`config.mk`:
```
export PLATFORM = sky130hd
export DESIGN_NAME = iq_byte_magnitude
export DESIGN_NICKNAME = d
export VERILOG_FILES = /design/src/rtl/core/iqbm_pkg.sv /design/src/rtl/core/iq_byte_magnitude.sv
export SDC_FILE = /design/constraint.sdc
export NUM_CORES = 2
export LEC_CHECK = 0
export ABC_AREA = 1
export ABC_CLOCK_PERIOD_IN_PS = 6700
export BUFFER_PORTS_ARGS = -buffer_cell sky130_fd_sc_hd__buf_2
export CAP_MARGIN = 20
export CORE_ASPECT_RATIO = 0.7
export CORE_MARGIN = 2
export CORE_UTILIZATION = 30
export CTS_CLUSTER_DIAMETER = 200
export CTS_CLUSTER_SIZE = 12
export DETAILED_ROUTE_END_ITERATION = 7
export SLEW_MARGIN = 20
export SYNTH_ARGS = -nofsm -noshare
export SYNTH_HDL_FRONTEND = slang
export SYNTH_SLANG_ARGS = --single-unit
```
`constraint.sdc`:
```
create_clock -name clk -period 6.7 [get_ports clk]
set_input_delay 0.67 -clock clk [delete_from_list [all_inputs] [get_ports clk]]
set_output_delay 0.67 -clock clk [all_outputs]
set_load 0.005 [all_outputs]
```
`src/rtl/core/iqbm_pkg.sv`:
```
// ============================================================================
// iqbm_pkg
// Widths and fixed-point constants of the I/Q byte magnitude pipeline.
// ============================================================================
package iqbm_pkg;

    // Field widths of the stream items.
    localparam int SAMPLE_W = 8;
    localparam int MAG_W    = 16;

    // Components are held scaled by five: 5*x - 637 covers -637..638.
    localparam int COMP_W = 11;
    localparam logic [COMP_W-1:0] COMP_OFFSET = 11'd637;

    // One square is at most 638^2, the sum of two fits 20 bits.
    localparam int SQ_W  = 19;
    localparam int SUM_W = 20;

    // 262144 / 25 = 10485 remainder 19, so the scaled value is
    // 10485*S + floor(19*S/25).
    localparam int WHOLE_W = 33;
    localparam logic [13:0] DIV_WHOLE = 14'd10485;
    localparam logic [4:0]  DIV_FRAC  = 5'd19;

    // Exact reciprocal of 25 for numerators below 2^24.
    localparam int FRAC_W      = 24;
    localparam int RECIP_W     = 25;
    localparam int RECIP_SHIFT = 29;
    localparam logic [RECIP_W-1:0] RECIP_25 = 25'd21474837;
    localparam int QUOT_W = 20;

    // Square root: one result bit per stage over a 32-bit radicand.
    localparam int ROOT_W = MAG_W;
    localparam int RAD_W  = 2 * ROOT_W;
    localparam int REM_W  = ROOT_W + 1;

    // Stage numbering: six arithmetic stages, then the root stages.
    localparam int SQRT_BASE  = 6;
    localparam int PIPE_DEPTH = SQRT_BASE + ROOT_W;

    // Smallest magnitude any sample can give (both components at -2/5).
    localparam logic [MAG_W-1:0] MAG_FLOOR = 16'd289;

endpackage

```
`src/rtl/core/iq_byte_magnitude.sv`:
```
// ============================================================================
// iq_byte_magnitude
// Magnitude of an offset-binary 8-bit I/Q pair, 512 per unit, saturated.
// ============================================================================
// The block takes one I/Q sample pair per clock while s_axis_tready is high
// and returns its magnitude: six stages form the scaled sum of squares and
// the exact division by 25; sixteen stages each settle one square root bit.
// A result waiting at the output does not stop intake: empty stages ahead of
// it are filled, and only a fully occupied pipeline pushes back on
// s_axis_tready. The tlast flag travels alongside its sample unchanged.
module iq_byte_magnitude
(
    input  logic        clk,
    input  logic        rst_n,
    input  logic        s_axis_tvalid,
    output logic        s_axis_tready,
    input  logic [15:0] s_axis_tdata,   // [7:0] i_sample, [15:8] q_sample
    input  logic        s_axis_tlast,   // last_in
    output logic        m_axis_tvalid,
    input  logic        m_axis_tready,
    output logic [15:0] m_axis_tdata,   // [15:0] magnitude
    output logic        m_axis_tlast    // last_out
);

    localparam int DEPTH  = iqbm_pkg::PIPE_DEPTH;
    localparam int BASE   = iqbm_pkg::SQRT_BASE;
    localparam int ROOT_W = iqbm_pkg::ROOT_W;
    localparam int REM_W  = iqbm_pkg::REM_W;
    localparam int RAD_W  = iqbm_pkg::RAD_W;
    localparam int COMP_W = iqbm_pkg::COMP_W;

    // Pipeline occupancy and per-stage load enables.
    logic [DEPTH-1:0] valid_reg;
    logic [DEPTH-1:0] stage_ready;
    logic [DEPTH-1:0] stage_load;
    logic [DEPTH-1:0] last_reg;

    // Valid and last flags offered to each stage by the one before it.
    logic [DEPTH-1:0] valid_feed;
    logic [DEPTH-1:0] last_feed;

    // Arithmetic stage payloads.
    logic signed [COMP_W-1:0]        ci_reg, cq_reg;
    logic [iqbm_pkg::SQ_W-1:0]       sqi_reg, sqq_reg;
    logic [iqbm_pkg::SUM_W-1:0]      sum_reg;
    logic [iqbm_pkg::WHOLE_W-1:0]    whole_reg, whole2_reg;
    logic [iqbm_pkg::FRAC_W-1:0]     frac_reg;
    logic [iqbm_pkg::QUOT_W-1:0]     quot_reg;
    logic [iqbm_pkg::WHOLE_W-1:0]    rad_reg;

    // Root stage payloads; the last stage keeps only the root.
    logic [REM_W-1:0]  rem_reg  [ROOT_W-1];
    logic [RAD_W-1:0]  xs_reg   [ROOT_W-1];
    logic              sat_reg  [ROOT_W-1];
    logic [ROOT_W-1:0] root_reg [ROOT_W];

    assign valid_feed = {valid_reg[DEPTH-2:0], s_axis_tvalid};
    assign last_feed  = {last_reg[DEPTH-2:0], s_axis_tlast};

    // A stage can take new data when the output is ready or when it or any stage after it is empty.
    for (genvar k = 0; k < DEPTH; k++) begin : g_ready
        assign stage_ready[k] = m_axis_tready || !(&valid_reg[DEPTH-1:k]);
        if (k == 0) begin : g_head
            assign stage_load[k] = stage_ready[k] && s_axis_tvalid;
        end else begin : g_body
            assign stage_load[k] = stage_ready[k] && valid_reg[k-1];
        end
    end

    // Valid bits move with the data.
    always_ff @(posedge clk or negedge rst_n)
    begin
        if (!rst_n)
        begin
            valid_reg <= '0;
        end
        else
        begin
            for (int k = 0; k < DEPTH; k++)
            begin
                if (stage_ready[k])
                begin
                    valid_reg[k] <= valid_feed[k];
                end
            end
        end
    end

    // The last flag follows its sample through every stage.
    always_ff @(posedge clk)
    begin
        for (int k = 0; k < DEPTH; k++)
        begin
            if (stage_load[k])
            begin
                last_reg[k] <= last_feed[k];
            end
        end
    end

    // Stage 0: components scaled by five, offset removed.
    logic [COMP_W-1:0] ci_five, cq_five;
    assign ci_five = {1'b0, s_axis_tdata[7:0], 2'b00} + {3'b000, s_axis_tdata[7:0]};
    assign cq_five = {1'b0, s_axis_tdata[15:8], 2'b00} + {3'b000, s_axis_tdata[15:8]};

    always_ff @(posedge clk)
    begin
        if (stage_load[0])
        begin
            ci_reg <= $signed(ci_five - iqbm_pkg::COMP_OFFSET);
            cq_reg <= $signed(cq_five - iqbm_pkg::COMP_OFFSET);
        end
    end

    // Stage 1: squares of the components.
    logic signed [2*COMP_W-1:0] prod_i, prod_q;
    assign prod_i = ci_reg * ci_reg;
    assign prod_q = cq_reg * cq_reg;

    always_ff @(posedge clk)
    begin
        if (stage_load[1])
        begin
            sqi_reg <= prod_i[iqbm_pkg::SQ_W-1:0];
            sqq_reg <= prod_q[iqbm_pkg::SQ_W-1:0];
        end
    end

    // Stage 2: sum of squares.
    always_ff @(posedge clk)
    begin
        if (stage_load[2])
        begin
            sum_reg <= {1'b0, sqi_reg} + {1'b0, sqq_reg};
        end
    end

    // Stage 3: whole part of the scaling and the numerator of its fraction.
    logic [33:0] whole_prod;
    logic [24:0] frac_prod;
    assign whole_prod = {14'd0, sum_reg} * {20'd0, iqbm_pkg::DIV_WHOLE};
    assign frac_prod  = {5'd0, sum_reg} * {20'd0, iqbm_pkg::DIV_FRAC};

    always_ff @(posedge clk)
    begin
        if (stage_load[3])
        begin
            whole_reg <= whole_prod[iqbm_pkg::WHOLE_W-1:0];
            frac_reg  <= frac_prod[iqbm_pkg::FRAC_W-1:0];
        end
    end

    // Stage 4: divide the fraction numerator by 25 through its reciprocal.
    logic [iqbm_pkg::FRAC_W+iqbm_pkg::RECIP_W-1:0] recip_prod;
    assign recip_prod = {{iqbm_pkg::RECIP_W{1'b0}}, frac_reg}
                      * {{iqbm_pkg::FRAC_W{1'b0}}, iqbm_pkg::RECIP_25};

    always_ff @(posedge clk)
    begin
        if (stage_load[4])
        begin
            whole2_reg <= whole_reg;
            quot_reg   <= recip_prod[iqbm_pkg::RECIP_SHIFT +: iqbm_pkg::QUOT_W];
        end
    end

    // Stage 5: radicand for the square root.
    always_ff @(posedge clk)
    begin
        if (stage_load[5])
        begin
            rad_reg <= whole2_reg
                     + {{(iqbm_pkg::WHOLE_W-iqbm_pkg::QUOT_W){1'b0}}, quot_reg};
        end
    end

    // Root stages: each brings in two radicand bits and settles one root bit.
    // A radicand of 2^32 or more saturates the result.
    for (genvar k = 0; k < ROOT_W; k++) begin : g_root
        logic [REM_W-1:0]  rem_prev;
        logic [ROOT_W-1:0] root_prev;
        logic [RAD_W-1:0]  xs_prev;
        logic              sat_prev;
        logic [REM_W+1:0]  rem_sh;
        logic [REM_W+1:0]  trial;
        logic              take;
        logic [ROOT_W-1:0] root_new;

        if (k == 0) begin : g_first
            assign rem_prev  = '0;
            assign root_prev = '0;
            assign xs_prev   = rad_reg[RAD_W-1:0];
            assign sat_prev  = rad_reg[RAD_W];
        end else begin : g_next
            assign rem_prev  = rem_reg[k-1];
            assign root_prev = root_reg[k-1];
            assign xs_prev   = xs_reg[k-1];
            assign sat_prev  = sat_reg[k-1];
        end

        assign rem_sh   = {rem_prev, xs_prev[RAD_W-1 -: 2]};
        assign trial    = {1'b0, root_prev, 2'b01};
        assign take     = (rem_sh >= trial);
        assign root_new = {root_prev[ROOT_W-2:0], take};

        if (k == ROOT_W - 1) begin : g_out
            always_ff @(posedge clk)
            begin
                if (stage_load[BASE+k])
                begin
                    root_reg[k] <= sat_prev ? {ROOT_W{1'b1}} : root_new;
                end
            end
        end else begin : g_mid
            // The remainder after a taken trial always fits its register.
            logic [REM_W-1:0] diff;
            assign diff = rem_sh[REM_W-1:0] - trial[REM_W-1:0];

            always_ff @(posedge clk)
            begin
                if (stage_load[BASE+k])
                begin
                    root_reg[k] <= root_new;
                    rem_reg[k]  <= take ? diff : rem_sh[REM_W-1:0];
                    xs_reg[k]   <= {xs_prev[RAD_W-3:0], 2'b00};
                    sat_reg[k]  <= sat_prev;
                end
            end
        end
    end

    // Stream ports.
    assign s_axis_tready = stage_ready[0];
    assign m_axis_tvalid = valid_reg[DEPTH-1];
    assign m_axis_tdata  = root_reg[ROOT_W-1];
    assign m_axis_tlast  = last_reg[DEPTH-1];

endmodule

```
==> summary.md <==
| Metric | Value |
|---|---|
| Status | `finished clean` |
| Final Max Slew Viols | `0` |
| Top cells by area, synth | `edfxtp_1 (39%), fa_1 (15%), ha_1 (13%)` |
| Largest net degree at the start of global routing | `a little under 60` |
| FF-to-FF Start | `frac_reg[6]$_DFFE_PP_` |
| Die Width | `571 um` |
| Worst skew pair latency | `~720 ps` |
| Synth top area share | `roughly two fifths` |
| Initial antenna violation count | `4` |
| Resize count post-CTS | `0` |
| Initial Util | `between 30% and 40%` |
| Sink Count | `just under 900` |
| Post-synth ARST share | `2.47%` |
| Clock-pin slew on the worst setup and hold paths | `roughly 90 ps` |
| Die area | `229000 um^2` |
| Worst clock skew | `approximately 74 ps` |
| Gr ovfl total | `0` |
| Final ANT Viol Nets | `0` |
| Setup crit end kind | `flop` |
| Fin. Hold Viols | `0` |
| Number of buffers created by CTS | `84` |
| WL final | `about 160000 um` |
| Sequential Area | `between 20000 and 30000 um^2` |
| First-pass GRT wire length | `around 260000 um` |
| #FFs+latches synth | `892` |
| Worst slew pin tran | `about 1100 ps` |
| Setup TNS | `0 ps` |
| Core region area | `around 220000 um^2` |
| Crit share post-route | `between 90% and 100%` |
| FF-to-FF setup slack | `270 ps` |
| ANT cells | `0` |
| Routed len/inst | `16.5 um` |
| Row count | `145` |
| Distinct cells, synth | `a little over 70` |
| Vias in the first global route | `roughly 45000` |
| PortBufs | `39` |
| Drt first pass iters | `6` |
| Slew Limit Headroom | `between 20% and 30%` |
| Multi-input logic area | `approximately 35000 um^2` |
| Root buf cell | `clkbuf_16` |
| Number of flip-flops in the largest register | `240` |
| Post-synthesis average cell area | `~10 um^2` |
| Filler Cell Count | `approximately 23000` |
| Max_cap viols | `0` |
| Yosys top cell by area | `edfxtp_1` |
| Die Span Y | `around 400 um` |
| Worst setup SP type | `flop` |
| Post-DP HPWL | `~140000 um` |
| H-tree Lvls | `3` |
| Layout cell share with drive strength beyond 1 | `4.85%` |
| Final net count | `approximately 8100` |
| Hold path start | `s_axis_tlast` |
| 1st-iter DRT viols | `about 3700` |
| Via/cell ratio | `between 4 and 5` |
| Kind of critical path | `reg2reg` |
| RSZ-0062 raised after global routing | `false` |
| Achievable Freq | `roughly 160 MHz` |
| Syn Std Cell Area | `between 60000 and 70000 um^2` |
| Critical Path Start | `frac_reg[6]$_DFFE_PP_` |
| Area grow syn2layout | `9.62%` |
| DRC Markers | `0` |
| CP max FO | `4` |
| Critical Path AT | `6830 ps` |
| Total track usage | `14.3%` |
| Commonest non-fill, non-tap cell in the layout | `inv_1` |
| Gpl congestion | `0.933` |
| Sequential share of the synthesized area | `about two fifths` |
| Final setup fails | `0` |
| Most frequent cells in the layout | `inv_1 (1431), nand2_1 (1152), edfxtp_1 (870)` |
| Number of flops mapped to enable cells by yosys | `870` |
| Total number of vias | `45400` |
| Post-Syn Instances | `approximately 6800` |
| Clock tree buffer depth | `3` |
| CTS tree | `done` |
| Tmin final | `about 6400 ps` |
| Worst EP required | `a little over 7000 ps` |
| Ys Warns | `0` |
| Syn nets | `~8000` |
| I/O pin count | `40` |
| Worst min path class | `in2reg` |
| Primary FF master, synth | `edfxtp_1` |
==> final timing paths <==
path | endpoint | cells after the start
worst min-delay path | last_reg[0]$_DFFE_PP_ | 1
min in group asynchronous | valid_reg[5]$_DFFE_PN0N_ | 2
worst min register to register | whole2_reg[19]$_DFFE_PP_ | 0
worst max register to register | quot_reg[15]$_DFFE_PP_ | 21
worst max-delay path | quot_reg[15]$_DFFE_PP_ | 21
max in group asynchronous | valid_reg[21]$_DFFE_PN0N_ | 2
==> layer usage <==
metal | GRT usage (%) | vias up | routed length (um)
met5 | 0 | - | 19
met4 | 1.79 | 2 | 1650
met3 | 2.33 | 112 | 9940
met2 | 20.1 | 1053 | 65800
met1 | 23.0 | 22000 | 86600
li1 | - | 22300 | -
==> Yosys cell counts (all sizes together), types with 41 or more instances <==
| master | count |
|---|---|
| nor3 | 70 |
| o21ai | 296 |
| nand2 | 1165 |
| or2 | 41 |
| ha | 721 |
| nor2 | 411 |
| inv | 1445 |
| fa | 495 |
| xnor2 | 100 |
| edfxtp | 870 |
| nand4 | 68 |
| nand3 | 250 |
| xor2 | 196 |
| a21oi | 346 |
==> area by class of cell <==
class | count | area share (%)
inverter | 1445 | 7.35
tap | 3013 | 5.10
sequential | 892 | 36.1
clock inverter | 7 | 0.242
clock buffer | 106 | 2.98
multi-input combinational | 4381 | 47.5
timing repair buffer | 77 | 0.714
==> what timing repair did <==
action	4_1_cts	5_1_grt
setup buffers	0	5
hold endpoints to repair	22	0
endpoints found under the setup margin	0	3
hold buffers	1	0
==> through the flow <==
step	hold slack [ps]	util, %	instance area (um^2)	worst slack, ps	instances
final	174	33.1	73900	270	9921
after global routing	124	33.1	73900	32.8	9921
after CTS	115	33.1	73800	183	9913
after detailed placement	405	32.0	71400	303	9799
after global placement	401	32.0	71400	233	9799
after floorplan	374	-	67400	930	6769
==> cell families after synthesis <==
| logic type | count (synthesis) | synth area share, % |
|---|---|---|
| AO/OA/AOI/OAI | 807 | 6.91 |
| XOR/XNOR | 296 | 3.84 |
| adder cells (fa/ha/maj) | 1216 | 28.1 |
| buffers and inverters | 1496 | 8.53 |
| flip-flops | 892 | 39.6 |
| other | 1 | 0.00556 |
| AND/OR/NAND/NOR | 2061 | 13.1 |
==> worst max-delay path, stage by stage, from the launching register on <==
cell and delay [ps]:
edfxtp_1 470, fa_1 560, inv_1 80, fa_1 520
inv_1 60, fa_1 530, inv_1 50, fa_1 520
fa_1 440, fa_1 550, inv_1 60, fa_1 540
inv_1 50, ha_1 320, a21oi_1 250, o21ai_0 280
a21boi_0 340, o21ai_0 170, nand2_1 110, nand3_1 80
nand2_1 70, nand2_1 60
Power is not shown: default switching activity piles up to over one toggle a cycle in this logic, so the estimate is an artifact.
